--- src/sv/psu_pkg.sv ---
// Shared types and constants for the PNG scanline unfilter.
package psu_pkg;

  // Widest column index the entry format carries (MAX_ROW_BYTES up to 65536).
  localparam int COL_W = 16;

  // Front-to-back queue depth.
  localparam int QDEPTH = 4;
  localparam int QPTR_W = 2;
  localparam int QCNT_W = 3;

  localparam int ROW_BYTES_W = 13;
  localparam int STRIDE_W    = 4;
  localparam int WIN_DEPTH   = 8;
  localparam int CFG_IDX_W   = 2;
  localparam int CFG_DATA_W  = 13;

  localparam logic [CFG_IDX_W-1:0] CFG_IDX_ROW_BYTES    = 2'd0;
  localparam logic [CFG_IDX_W-1:0] CFG_IDX_PIXEL_STRIDE = 2'd1;

  typedef enum logic [2:0] {
    FILT_NONE  = 3'd0,
    FILT_SUB   = 3'd1,
    FILT_UP    = 3'd2,
    FILT_AVG   = 3'd3,
    FILT_PAETH = 3'd4,
    FILT_BAD   = 3'd5
  } filt_e;

  typedef struct packed {
    logic [7:0] stream_byte;
    logic       image_start;
  } in_item_t;

  typedef struct packed {
    logic [7:0] pixel_byte;
    logic       row_end;
    logic       bad_filter_seen;
  } out_item_t;

  // One classified data byte on its way from the front to the back.
  typedef struct packed {
    logic [7:0]       data;
    filt_e            filter;
    logic [COL_W-1:0] col;
    logic             row_start;
    logic             first_row;
    logic             row_end;
    logic             err;
  } entry_t;

endpackage

--- src/sv/psu_front.sv ---
// Front end: accepts stream bytes, decodes filter types and tracks row position.
module psu_front #(
  parameter int MAX_ROW_BYTES = 4096
) (
  input  logic                              clk_i,
  input  logic                              rst_ni,
  input  logic [psu_pkg::ROW_BYTES_W-1:0]   cfg_row_bytes_i,
  input  logic                              in_valid_i,
  output logic                              in_ready_o,
  input  psu_pkg::in_item_t                 in_data_i,
  input  logic                              q_full_i,
  output logic                              q_push_o,
  output psu_pkg::entry_t                   q_entry_o
);

  localparam int CW = $clog2(MAX_ROW_BYTES);
  localparam int RW = (CW + 1 > psu_pkg::ROW_BYTES_W) ? CW + 1 : psu_pkg::ROW_BYTES_W;

  logic [CW-1:0]   col_q, col_d;
  psu_pkg::filt_e  filter_q, filter_d;
  logic            awaiting_q, awaiting_d;
  logic            first_q, first_d;
  logic            err_q, err_d;

  logic            accept;
  logic            awaiting_eff, first_eff, err_eff;
  logic [CW-1:0]   col_eff;
  logic [RW-1:0]   rb_raw, rb_eff, next_col;
  logic            last;

  assign in_ready_o = !q_full_i;
  assign accept     = in_valid_i && in_ready_o;

  // Clamp the row length into 1..MAX_ROW_BYTES.
  always_comb begin
    rb_raw = RW'(cfg_row_bytes_i);
    if (rb_raw == '0) begin
      rb_eff = RW'(1);
    end else if (rb_raw > RW'(MAX_ROW_BYTES)) begin
      rb_eff = RW'(MAX_ROW_BYTES);
    end else begin
      rb_eff = rb_raw;
    end
  end

  always_comb begin
    awaiting_eff = in_data_i.image_start || awaiting_q;
    first_eff    = in_data_i.image_start || first_q;
    err_eff      = in_data_i.image_start ? 1'b0 : err_q;
    col_eff      = in_data_i.image_start ? '0 : col_q;
    next_col     = RW'(col_eff) + RW'(1);
    last         = next_col >= rb_eff;

    col_d      = col_q;
    filter_d   = filter_q;
    awaiting_d = awaiting_q;
    first_d    = first_q;
    err_d      = err_q;
    q_push_o   = 1'b0;

    q_entry_o.data      = in_data_i.stream_byte;
    q_entry_o.filter    = filter_q;
    q_entry_o.col       = psu_pkg::COL_W'(col_eff);
    q_entry_o.row_start = (col_eff == '0);
    q_entry_o.first_row = first_eff;
    q_entry_o.row_end   = last;
    q_entry_o.err       = err_eff;

    if (accept) begin
      if (awaiting_eff) begin
        if (in_data_i.stream_byte <= 8'd4) begin
          filter_d = psu_pkg::filt_e'(in_data_i.stream_byte[2:0]);
          err_d    = err_eff;
        end else begin
          filter_d = psu_pkg::FILT_BAD;
          err_d    = 1'b1;
        end
        col_d      = '0;
        awaiting_d = 1'b0;
        first_d    = first_eff;
      end else begin
        q_push_o   = 1'b1;
        err_d      = err_eff;
        awaiting_d = last;
        first_d    = last ? 1'b0 : first_eff;
        col_d      = last ? '0 : next_col[CW-1:0];
      end
    end
  end

  always_ff @(posedge clk_i or negedge rst_ni) begin
    if (!rst_ni) begin
      col_q      <= '0;
      filter_q   <= psu_pkg::FILT_NONE;
      awaiting_q <= 1'b1;
      first_q    <= 1'b1;
      err_q      <= 1'b0;
    end else begin
      col_q      <= col_d;
      filter_q   <= filter_d;
      awaiting_q <= awaiting_d;
      first_q    <= first_d;
      err_q      <= err_d;
    end
  end

endmodule

--- config.mk ---
export PLATFORM = sky130hd
export DESIGN_NAME = psu_front
export DESIGN_NICKNAME = d
export VERILOG_FILES = /design/src/sv/psu_pkg.sv /design/src/sv/psu_front.sv
export SDC_FILE = /design/constraint.sdc
export NUM_CORES = 1
export LEC_CHECK = 0
export ABC_AREA = 0
export BUFFER_PORTS_ARGS = -buffer_cell sky130_fd_sc_hd__buf_4
export CORE_UTILIZATION = 30
export CTS_CLUSTER_SIZE = 30
export DETAILED_ROUTE_END_ITERATION = 8
export MAX_ROUTING_LAYER = met4
export PLACE_DENSITY = 0.62
export SYNTH_ARGS = -nofsm -noshare
export SYNTH_HDL_FRONTEND = slang
export SYNTH_SLANG_ARGS = --single-unit
--- constraint.sdc ---
create_clock -name clk_i -period 2.6 [get_ports clk_i]
set_input_delay 0.13 -clock clk_i [delete_from_list [all_inputs] [get_ports clk_i]]
set_output_delay 0.13 -clock clk_i [all_outputs]
set_load 0.02 [all_outputs]
==> results.cfg <==
[outcome]
outcome = complete, but fails checks
violations = negative setup slack

[layout]
areaGrowthSynthToFinish_pct = 51.85
drive_gt1_share_pct = 49.80
fill_cells = 471
final_common_cell = buf_4
diodes = 0
final_cell_mix = buf_4, nand2_1, dfrtp_1, ha_1
ff_latch_area_um2 = 452.9
num-nets-final = 293
multi_input_area_um2 = 1064

[timing]
fin_worst_skew_ns = 0.003863
worst_slew_pin_slew_ns = 0.5378
finalCritPeriodShare_pct = 111.7
min_period_ns = 2.903
hold_viol_final = 0
fmax_mhz = 344.5
hold_ws_ns = 0.1451
rsz0062_at_grt = yes
setup_slack_ns = -0.3031
maxSlewViolCount = 0
setup_violations = 15
slew_headroom_pct = 64.07

[clock_tree]
cts_num_sinks = 18
cts_max_level = 1
numCtsBuffers = 3
cts_tree = built
cts_max_path_buffers = 2
worstSkewPairLatency_ns = 0.25
root_buffer = clkbuf_8
clk_pin_slew_ns = 0.07

[min_path]
hold_path_class = in2reg

[flow_run]
drv_cap = 0

[global_routing]
grt_max_degree = 19
first_global_vias = 1365
grtUsageTotal_pct = 16.14
antenna_found_initial = 0
grt_pass1_wl_um = 6499
grt.overflow.total = 0

[worst_setup_path]
crit_fanout = 3
path_common_cell = buf_4
start_kind = register
worstPathRequired_ns = 2.47
path_cells = nand2_4, clkinv_4, ha_4, nand4_1, nor3b_2, buf_4, buf_4, buf_4, xor2_2, ha_1, a21oi_1, nor3_2, nor3_2, o21ai_4, buf_6
critPathKind = reg2out
critPathMaxStageDelay_ns = 0.42
endpoint_kind = output pin
worstPathArrival_ns = 2.77
crit_slowest_cell = dfrtp_1

[synthesis]
yosysWarnings = 0
syn_area_um2 = 1556
postSynthCellCount = 178
synth_edf_count = 0
syn_area_per_cell_um2 = 8.744
ys.flop_type = dfrtp_1
async_flop_share_pct = 100.0
ys_ff_latch = 18
synth_cell_type_count = 38
seq_area_frac_synth_pct = 29.10

[power]
p_per_area_nw_per_um2 = 308.9
power.total_w = 0.0007301
p_leak_nw = 1.168
ir_drop_v = 0.0001910

[placement]
port_buffers = 54
dp_slack_ns = -0.3175
dp_hpwl_um = 3171
gp_congestion = 0.8824

[detailed_routing]
wl_per_cell_um = 13.45
drt_pass1_iterations = 4
wirelength_um = 4276
vias = 1516
ant_nets = 0
via_per_inst = 4.767
drt_iter0_markers = 115
drc = 0

[floorplanning]
ioPinCount = 59
fp.dieW_um = 74.03
die_height_um = 74.03
coreArea_um2 = 4848
fp-row-count = 25
dieArea_um2 = 5480
initial_core_util_pct = 32.10
## registers in the layout, summed over array words and instances (netlist names)
name	flops
first_q	1
err_q	1
col_q	12
filter_q	3
awaiting_q	1
## worst max-delay path: cells and delay by family (launching register included)
kind	cells	cell delay, ns
buf+inv	5	0.61
simple gates	5	0.50
fa+ha+maj	2	0.49
flops	1	0.42
compound gates	2	0.32
xor+xnor	1	0.18
## report_power, final
part | total [W] | leakage (nW) | internal (W) | switching (W)
clock | 0.000231 | 0.0288 | 0.000135 | 0.0000962
combinational | 0.000205 | 0.909 | 0.0000978 | 0.000107
sequential | 0.000295 | 0.230 | 0.000288 | 0.00000625
## area by class of cell
class	count	area share, %
multi-input cells	136	45.00
repair buffers	88	28.53
flip-flops and latches	18	19.16
well taps	67	3.547
clock buffers	4	2.329
inverters	5	1.429
## metal layers
layer / vias up / GRT usage, % / wire, µm
met3: 8 / 1.626 / 269
met5: - / - / 0
met2: 66 / 23.64 / 1990
met4: 0 / 5.342 / 80
li1: 752 / - / -
met1: 690 / 23.12 / 1934
## cell usage after synthesis, types with 2 or more instances
library cell	number	share of area, %
a22o_1	12	6.8
xor2_1	3	1.7
nand3_1	8	2.6
nor3_1	4	1.3
nor2_1	13	3.1
nor4_1	4	1.6
clkbuf_1	3	0.72
nor2b_1	10	4.0
nand4_1	3	1.2
a31oi_1	3	1.2
xnor2_1	7	3.9
buf_4	15	7.2
buf_6	3	2.2
ha_1	15	12
o21ai_0	6	1.9
dfstp_2	2	3.4
inv_1	5	1.2
dfrtp_1	16	26
a21oi_1	7	2.3
nand2_1	21	5.1
## path summary, 6_finish.rpt
path / from / to / slack (ns) / cells past startpoint
max reg2reg: col_q[0] / col_q[3] / -0.24 / 13
min reg2reg: err_q / err_q / 0.50 / 2
max in group asynchronous: rst_ni / awaiting_q / 2.05 / 2
max: col_q[1] / q_entry_o[1] / -0.30 / 15
min in group asynchronous: rst_ni / col_q[7] / 0.29 / 2
min: in_data_i[2] / filter_q[1] / 0.15 / 3
## logic make-up (layout without fill, tap and decap cells)
kind of cell	count (synthesis)	count (layout)	synth area share, %
xor+xnor	10	10	5.627
mux	1	1	0.7234
fa+ha+maj	15	15	12.06
compound gates	32	32	14.15
other cells	1	4	0.2409
simple gates	74	74	26.45
buf+inv	27	97	11.66
flops	18	18	29.10
## per-stage QoR
stage / instance area (µm²) / utilization (%) / TNS [ns] / std cells
2_1_floorplan: 1634 / - / 0 / 181
3_3_place_gp: 2062 / 42.53 / -2.901 / 296
3_5_place_dp: 2062 / 42.53 / -3.901 / 296
4_1_cts: 2192 / 45.21 / -2.105 / 307
5_1_grt: 2364 / 48.75 / -5.547 / 318
6_report: 2364 / 48.75 / -3.170 / 318
## repair_timing
| action | CTS | global route |
|---|---|---|
| buffers inserted | 6 | 11 |
| resized for setup | 5 | 20 |
| pin swaps | 8 | 17 |
| setup endpoints to repair | 15 | 15 |
| hold endpoints to repair | 18 | 0 |
| cloned | 0 | 0 |
| hold buffers | 1 | 0 |
No activity file was read; power rests on OpenSTA's default activity.
