`src/sv/psu_pkg.sv`:
```
// Shared types and constants for the PNG scanline unfilter.
package psu_pkg;

  // Widest column index the entry format carries (MAX_ROW_BYTES up to 65536).
  localparam int COL_W = 16;

  // Front-to-back queue depth.
  localparam int QDEPTH = 4;
  localparam int QPTR_W = 2;
  localparam int QCNT_W = 3;

  localparam int ROW_BYTES_W = 13;
  localparam int STRIDE_W    = 4;
  localparam int WIN_DEPTH   = 8;
  localparam int CFG_IDX_W   = 2;
  localparam int CFG_DATA_W  = 13;

  localparam logic [CFG_IDX_W-1:0] CFG_IDX_ROW_BYTES    = 2'd0;
  localparam logic [CFG_IDX_W-1:0] CFG_IDX_PIXEL_STRIDE = 2'd1;

  typedef enum logic [2:0] {
    FILT_NONE  = 3'd0,
    FILT_SUB   = 3'd1,
    FILT_UP    = 3'd2,
    FILT_AVG   = 3'd3,
    FILT_PAETH = 3'd4,
    FILT_BAD   = 3'd5
  } filt_e;

  typedef struct packed {
    logic [7:0] stream_byte;
    logic       image_start;
  } in_item_t;

  typedef struct packed {
    logic [7:0] pixel_byte;
    logic       row_end;
    logic       bad_filter_seen;
  } out_item_t;

  // One classified data byte on its way from the front to the back.
  typedef struct packed {
    logic [7:0]       data;
    filt_e            filter;
    logic [COL_W-1:0] col;
    logic             row_start;
    logic             first_row;
    logic             row_end;
    logic             err;
  } entry_t;

endpackage

```
`src/sv/psu_queue.sv`:
```
// Short FIFO of classified data bytes between the front and the back.
module psu_queue (
  input  logic            clk_i,
  input  logic            rst_ni,
  input  logic            push_i,
  input  psu_pkg::entry_t push_data_i,
  output logic            full_o,
  output logic            valid_o,
  output psu_pkg::entry_t pop_data_o,
  input  logic            pop_i
);

  psu_pkg::entry_t                 slots_q [psu_pkg::QDEPTH];
  logic [psu_pkg::QPTR_W-1:0]      wr_ptr_q, rd_ptr_q;
  logic [psu_pkg::QCNT_W-1:0]      cnt_q, cnt_d;

  assign full_o     = (cnt_q == psu_pkg::QCNT_W'(psu_pkg::QDEPTH));
  assign valid_o    = (cnt_q != '0);
  assign pop_data_o = slots_q[rd_ptr_q];

  always_comb begin
    cnt_d = cnt_q;
    if (push_i && !pop_i) begin
      cnt_d = cnt_q + psu_pkg::QCNT_W'(1);
    end else if (pop_i && !push_i) begin
      cnt_d = cnt_q - psu_pkg::QCNT_W'(1);
    end
  end

  always_ff @(posedge clk_i or negedge rst_ni) begin
    if (!rst_ni) begin
      wr_ptr_q <= '0;
      rd_ptr_q <= '0;
      cnt_q    <= '0;
    end else begin
      cnt_q <= cnt_d;
      if (push_i) begin
        wr_ptr_q <= wr_ptr_q + psu_pkg::QPTR_W'(1);
      end
      if (pop_i) begin
        rd_ptr_q <= rd_ptr_q + psu_pkg::QPTR_W'(1);
      end
    end
  end

  always_ff @(posedge clk_i) begin
    if (push_i) begin
      slots_q[wr_ptr_q] <= push_data_i;
    end
  end

endmodule

```
`config.mk`:
```
export PLATFORM = sky130hd
export DESIGN_NAME = psu_queue
export DESIGN_NICKNAME = d
export VERILOG_FILES = /design/src/sv/psu_pkg.sv /design/src/sv/psu_queue.sv
export SDC_FILE = /design/constraint.sdc
export NUM_CORES = 1
export LEC_CHECK = 0
export BUFFER_PORTS_ARGS = -buffer_cell sky130_fd_sc_hd__buf_2
export CORE_ASPECT_RATIO = 0.5
export CORE_MARGIN = 10
export CORE_UTILIZATION = 56
export CTS_CLUSTER_DIAMETER = 80
export DETAILED_ROUTE_END_ITERATION = 7
export HOLD_SLACK_MARGIN = 0.05
export PLACE_DENSITY = 0.78
export SETUP_SLACK_MARGIN = 0.2
export SYNTH_ARGS = -nofsm -noshare
export SYNTH_HDL_FRONTEND = slang
export SYNTH_SLANG_ARGS = --single-unit
```
`constraint.sdc`:
```
create_clock -name clk_i -period 2.3 [get_ports clk_i]
set_input_delay 0.115 -clock clk_i [delete_from_list [all_inputs] [get_ports clk_i]]
set_output_delay 0.115 -clock clk_i [all_outputs]
set_load 0.01 [all_outputs]
```
==> results of run 1 <==
what timing repair did:
item                                    4_1_cts  5_1_grt
pin swaps                                     0        0
endpoints found under the hold margin       135        0
resized for setup                             1        1
endpoints found under the setup margin       13       12
hold buffers                                 34        0
buffers inserted                              0        2
kinds of logic (layout without fill, tap and decap cells):
family | after synthesis | count (layout)
DFF | 131 | 131
adders and majority gates | 6 | 6
xor gates and xnor gates | 6 | 6
buffers and inverters | 11 | 145
AOI/OAI and AO/OA | 1 | 1
other | 0 | 2
and+or+nand+nor | 9 | 9
muxes | 32 | 32
metrics by stage:
stage | util (%) | instance area, sq um | hold slack (ns) | instances | total power, mW
floorplan | - | 4910 | -0.181 | 196 | 4.78
global placement | 62.7 | 5410 | -0.0437 | 379 | 5.44
detailed placement | 62.7 | 5410 | -0.0425 | 379 | 5.51
CTS | 73.4 | 6320 | 0.0657 | 445 | 8.18
global route | 73.7 | 6350 | 0.0809 | 449 | 8.50
finish | 73.7 | 6350 | 0.0784 | 449 | 8.10
sequential cells by signal, indices dropped and copies added, names as in the netlist:
register	count
wr_ptr_q	2
cnt_q	3
slots_q	124
rd_ptr_q	2
worst max-delay path: cells and delay by family, from the launching register on:
family                 cells  cell delay (ns)
DFF                        1             0.44
muxes                      1             0.57
buffers and inverters      2             0.37
cell type report:
type,count,share of cell area [%]
tap,117,2.30
clock inverter,13,2.23
multi-input combinational,54,14.4
sequential,131,61.4
antenna,2,0.0788
inverter,4,0.236
timing repair buffer,109,12.5
clock buffer,19,6.82
placed cells by master, fill, tap and decap left out, drive strengths merged, types with 3 or more instances in the layout:
cell         synthesis  layout
edfxtp             124     124
buf                  7      75
ha                   5       5
dfrtp                7       7
mux4                31      31
dlygate4sd3          0      34
clkinv               0       8
clkbuf               0      19
inv                  4       4
bufinv               0       3
and2                 4       4
xor2                 4       4
path summary, 6_finish.rpt:
check | startpoint | to | slack [ns] | cells after the start
min reg2reg | cnt_q[2] | cnt_q[2] | 0.48 | 1
max reg2reg | wr_ptr_q[0] | slots_q[0][26] | 0.64 | 4
min | rst_ni | rd_ptr_q[0] | 0.08 | 2
max in group asynchronous | rst_ni | rd_ptr_q[0] | 2.05 | 2
min in group clk_i | pop_i | rd_ptr_q[0] | 0.46 | 3
max | rd_ptr_q[0] | pop_data_o[26] | 0.37 | 3
routing by layer:
metal,vias to the layer above,wire length [um]
li1,1072,-
met1,1198,3560
met2,92,4810
met3,6,595
met4,0,93
met5,-,0
where the power goes:
part	leakage [nW]	internal, mW	switching, mW
Clock	0.279	1.68	0.906
Combinational	0.789	1.10	1.08
Sequential	1.22	3.14	0.188
==> results.tsv, run 1 <==
stage	metric	value	unit
synthesis	share of the synthesized area in the top cell type	75.8	%
drt	DRC violations left	0	
pwr	maximum VDD drop	0.723	mV
hold_path	Min-Delay Path Class	input port to asynchronous set/reset pin	
synthesis	yosys warns	0	
clock_network	Clock Tree Buf Depth	2	
grt	via count of the first global-routing pass	2693	
die	core region area	0.00862	sq mm
synthesis	combinational family with the most area after synthesis	multiplexers	
worst_setup_path	slowest CP cell	mux4_1	
grt	first-pass GRT wire length	14500	um
synthesis	Post-synth top flop	edfxtp_1	
worst_setup_path	CP endpoint kind	output port	
clock_network	clk sinks	131	
clock_network	H-tree depth	4	
worst_setup_path	worst-path fanout max	24	
grt	gr ovfl total	0	
synthesis	syn_nets	237	
grt	largest net degree at the start of global routing	29	
worst_setup_path	WS Path Type	flop to output port	
worst_setup_path	Worst Path Required	2.18	ns
grt	grt met2 use	24.9	%
sta	post-route setup slack	0.374	ns
clock_network	CTS tree	built	
synthesis	multiplexer share of the synthesized area	14.7	%
clock_network	worst skew pair latency	0.41	ns
synthesis	Yosys reg bits	131	
cells_and_area	# nets final	358	
worst_setup_path	CP max stage delay	0.57	ns
synthesis	synthesized area per cell	25.1	sq um
synthesis	simple-gate share of the synthesized area	1.02	%
synthesis	cell taking the most area after synthesis	edfxtp_1	
clock_network	clk root buf	clkbuf_16	
sta	RSZ-0062 raised after global routing	false	
die	Die Y	86.2	um
worst_setup_path	Critical Path, Cell by Cell	buf_16 > mux4_1 > buf_2	
cells_and_area	ratio of cells with drive above 1 in the final layout	41.2	%
grt	GRT Util Overall	14.7	%
sta	final cycle utilization of the critical path	83.7	%
synthesis	Yosys cell types	19	
worst_setup_path	Worst Setup Start Kind	flop	
sta	max_slew headroom	66.3	%
drt	Via Count	2368	
sta	Least-Margin Pin Slew	0.506	ns
synthesis	cells after synthesis	196	
drt	WL final	9060	um
clock_network	cts bufs inserted	17	
die	Rows	24	
sta	Final Hold Fails	0	
synthesis	fraction of the mapped netlist area in adder cells	1.68	%
die	Initial Utilization	57.0	%
synthesis	Post-synth EDFFs	124	
synthesis	most common cell in the synthesized netlist	edfxtp_1	
grt	grt met1 use	16.2	%
grt	initial antenna violation count	2	
grt	GR peak layer	met2	
drt	post-route ant nets	0	
drt	wire length per cell	20.2	um
placement	routability cong.	0.676	
synthesis	Synth top cells by count	edfxtp_1, mux4_2, dfrtp_1	
die	die area	0.0131	sq mm
synthesis	xor and xnor area share after synthesis	1.07	%
synthesis	sequential-to-total area share from yosys stat	79.4	%
pwr	Leak	2.29	nW
synthesis	Synth Area in Compound Gates	0.102	%
sta	count of final setup violators	0	
cells_and_area	area of the multi-input gates	916	sq um
worst_setup_path	CP arrival	1.81	ns
cells_and_area	FF+latch area	0.00390	sq mm
cells_and_area	layout filler cell count	477	
die	DIE WIDTH	152	um
synthesis	synthesized area	0.00491	sq mm
placement	post-DP HPWL	5430	um
placement	dpl ws	0.595	ns
sta	Max Freq	519	MHz
synthesis	Post-synth ARST share	5.34	%
die	I/O pin count	68	
status	status	complete, no violations	
sta	Setup TNS Final	0	ns
clock_network	Worst-path clk slew	0.05	ns
drt	Vias/cell	5.27	
drt	TritonRoute pass-1 iters	4	
sta	Pins Over Slew Limit	0	
drt	1st-iter DRT viols	138	
sta	crit path time final	1.93	ns
synthesis	synth top area cells	edfxtp_1, mux4_2, dfrtp_1, mux4_1, ha_1	
placement	port bufs	67	
flow_run	Max Cap Viol	0	
sta	clk_skew	0.00473	ns
pwr	PwrDens	1270	mW/mm^2
grt	GRT met3 Usage	6.38	%
cells_and_area	Area Growth Syn to Fin	29.4	%
Note: power is estimated with default switching activity, not from simulation.
==> inputs of run 2 (changes only) <==
clock period = 1.85 ns   (was 2.3 ns; I/O delays follow)
==> results.tsv, run 2 (same netlist as run 1, synthesis figures left out) <==
stage	metric	value	unit	change
placement	port bufs	67		unchanged
cells_and_area	Area Growth Syn to Fin	34.3	%	was 29.4%
sta	final cycle utilization of the critical path	103	%	
placement	placed cell count	380		was 379
worst_setup_path	most frequent cell on the critical path	buf_6		
pwr	maximum VDD drop	1.12	mV	was 0.723 mV
worst_setup_path	Critical Path, Cell by Cell	buf_6 > buf_16 > mux4_2 > buf_6		was buf_16 > mux4_1 > buf_2
clock_network	worst skew pair latency	0.41	ns	about the same
worst_setup_path	slowest CP cell	mux4_2		was mux4_1
worst_setup_path	CP endpoint kind	output port		unchanged
sta	post-route setup slack	-0.0504	ns	was 0.374 ns
drt	post-route ant nets	0		unchanged
die	core region area	0.00862	sq mm	unchanged
clock_network	cts bufs inserted	17		unchanged
flow_run	Max Cap Viol	0		unchanged
hold_path	WHS Path Cells	2		
placement	Post-DP Area	0.00544	sq mm	was 0.00541 sq mm
cells_and_area	# nets final	369		was 358
grt	first-pass GRT wire length	15900	um	was 14,500 um
grt	gr ovfl total	0		unchanged
sta	RSZ-0062 raised after global routing	true		was false
placement	post-DP HPWL	5450	um	was 5430 um
clock_network	Worst-path clk slew	0.06	ns	was 0.05 ns
cells_and_area	most flop-heavy register	slots_q		unchanged
worst_setup_path	WS Path Type	flop to output port		unchanged
sta	Final Hold Fails	0		unchanged
drt	TritonRoute pass-1 iters	4		unchanged
drt	Via Count	2462		was 2,368
die	Rows	24		unchanged
cells_and_area	Regs by FF count	slots_q x124, cnt_q x3		unchanged
sta	final hold slack	0.432	ns	was 0.0784 ns
sta	Setup TNS Final	-0.293	ns	was 0 ns
grt	largest net degree at the start of global routing	32		was 29
sta	clk_skew	0.0110	ns	was 0.00473 ns
clock_network	CTS tree	built		unchanged
worst_setup_path	reg2reg end	slots_q[2][22]		was slots_q[0][26]
hold_path	Min-Delay Path Class	input port to flop		was input port to asynchronous set/reset pin
drt	Vias/cell	5.38		was 5.27
sta	count of final setup violators	14		was 0
hold_path	Worst Hold Path EP	slots_q[0][25]		
drt	wire length per cell	23.0	um	was 20.2 um
sta	Least-Margin Pin Slew	0.349	ns	was 0.506 ns
placement	dpl ws	0.329	ns	was 0.595 ns
worst_setup_path	critical path depth in cells	4		was 3
cells_and_area	Post-Layout Cell Count	458		was 449
cells_and_area	ratio of cells with drive above 1 in the final layout	43.8	%	was 41.2%
grt	via count of the first global-routing pass	2649		was 2,693
cells_and_area	Final Util	76.5	%	was 73.7%
placement	routability cong.	0.663		was 0.676
die	I/O pin count	68		unchanged
clock_network	clk sinks	131		unchanged
worst_setup_path	CP arrival	1.81	ns	about the same
worst_setup_path	worst-case reg-to-reg path depth	4		unchanged
pwr	Leak	2.37	nW	was 2.29 nW
die	DIE WIDTH	152	um	unchanged
drt	1st-iter DRT viols	223		was 138
clock_network	clk root buf	clkbuf_16		unchanged
cells_and_area	commonest non-fill, non-tap cell in the layout	edfxtp_1		unchanged
worst_setup_path	Worst Path Required	1.76	ns	was 2.18 ns
grt	initial antenna violation count	0		was 2
clock_network	H-tree depth	4		unchanged
cells_and_area	Design Area, Final	0.00660	sq mm	was 0.00635 sq mm
clock_network	Clock Tree Buf Depth	2		unchanged
hold_path	Min-Delay Startpoint	push_data_i[25]		
sta	Max Freq	526	MHz	
sta	crit path time final	1.90	ns	
worst_setup_path	Worst R2R Setup Slack	0.30	ns	was 0.64 ns
cells_and_area	max reg flops	124		unchanged
sta	Pins Over Slew Limit	0		unchanged
status	failing checks	setup timing		
worst_setup_path	CP max stage delay	0.52	ns	was 0.57 ns
die	Die Y	86.2	um	unchanged
sta	max_slew headroom	76.7	%	was 66.3%
pwr	Total Power	10.7	mW	was 8.10 mW
drt	WL final	10500	um	was 9060 um
worst_setup_path	crit path buf inv count	3		was 2
die	Initial Utilization	57.0	%	unchanged
die	die area	0.0131	sq mm	unchanged
status	status	finished with violations		was complete, no violations
worst_setup_path	top cell family by delay on the critical path	multiplexers		unchanged
worst_setup_path	reg2reg start	wr_ptr_q[0]		unchanged
worst_setup_path	worst-path fanout max	6		was 24
cells_and_area	commonest cells after routing, fill and taps aside	edfxtp_1, buf_2, dlygate4sd3_1		unchanged
pwr	PwrDens	1620	mW/mm^2	was 1270 mW/mm^2
drt	DRC violations left	0		unchanged
grt	GRT Util Overall	16.2	%	was 14.7%
worst_setup_path	Worst Setup Start Kind	flop		unchanged
run 2: changes by cell type in the layout (fill, tap and decap cells not counted), moves of 3 or more:
cell       previous run  this run
buf_12                3         6
buf_2                67        43
buf_6                 0        27
bufinv_16             3         0
mux4_1                3         0
mux4_2               28        31
run 2: area by class of cell:
class                           instances  area (sq um)
Clock buffer                           18           429
Fill cell                             433          2020
Sequential cell                       131          3900
Antenna cell                            1          2.50
Timing Repair Buffer                  120          1120
Tap cell                              117           146
Inverter                                4          15.0
Clock inverter                         13          71.3
Multi-Input combinational cell         54           905
run 2: worst max-delay path by stage:
stage          slack [ns]             end   startpoint
3_3_place_gp         0.34   pop_data_o[0]  rd_ptr_q[0]
4_1_cts             -0.01   pop_data_o[6]  rd_ptr_q[0]
6_report            -0.05  pop_data_o[19]  rd_ptr_q[0]
5_1_grt             -0.11   pop_data_o[8]  rd_ptr_q[0]
2_1_floorplan        0.40   slots_q[2][0]  wr_ptr_q[0]
3_5_place_dp         0.33   pop_data_o[4]  rd_ptr_q[0]
run 2: worst reg2reg max path, stage by stage, from the launching register on:
cell and delay [ns]:
dfrtp_1 0.43, inv_1 0.11, ha_1 0.16, and2_2 0.30
buf_12 0.24
run 2: report_power, final:
| part | internal (mW) | switching (mW) | leakage, nW |
|---|---|---|---|
| Sequential | 3.90 | 0.246 | 1.22 |
| Combinational | 2.09 | 1.62 | 0.912 |
| Clock | 1.67 | 1.19 | 0.241 |
| Total | 7.66 | 3.05 | 2.37 |
run 2: what timing repair did:
action,in CTS,in global routing
gates resized for setup,31,7
setup buffers,7,1
endpoints found under the setup margin,31,31
pin swaps,0,0
hold buffers,35,0
hold endpoints to repair,135,0
gates cloned,3,0
run 2: per-layer routing:
metal  wire [um]  vias to the layer above  share of wire [%]  track usage [%]
met2        5340                       93                 51             26.2
met1        4430                     1267                 42             19.6
met4         164                        0                1.6             9.21
met5           0                        -                  0                0
li1            -                     1090                  -                -
met3         604                       12                5.7             4.55
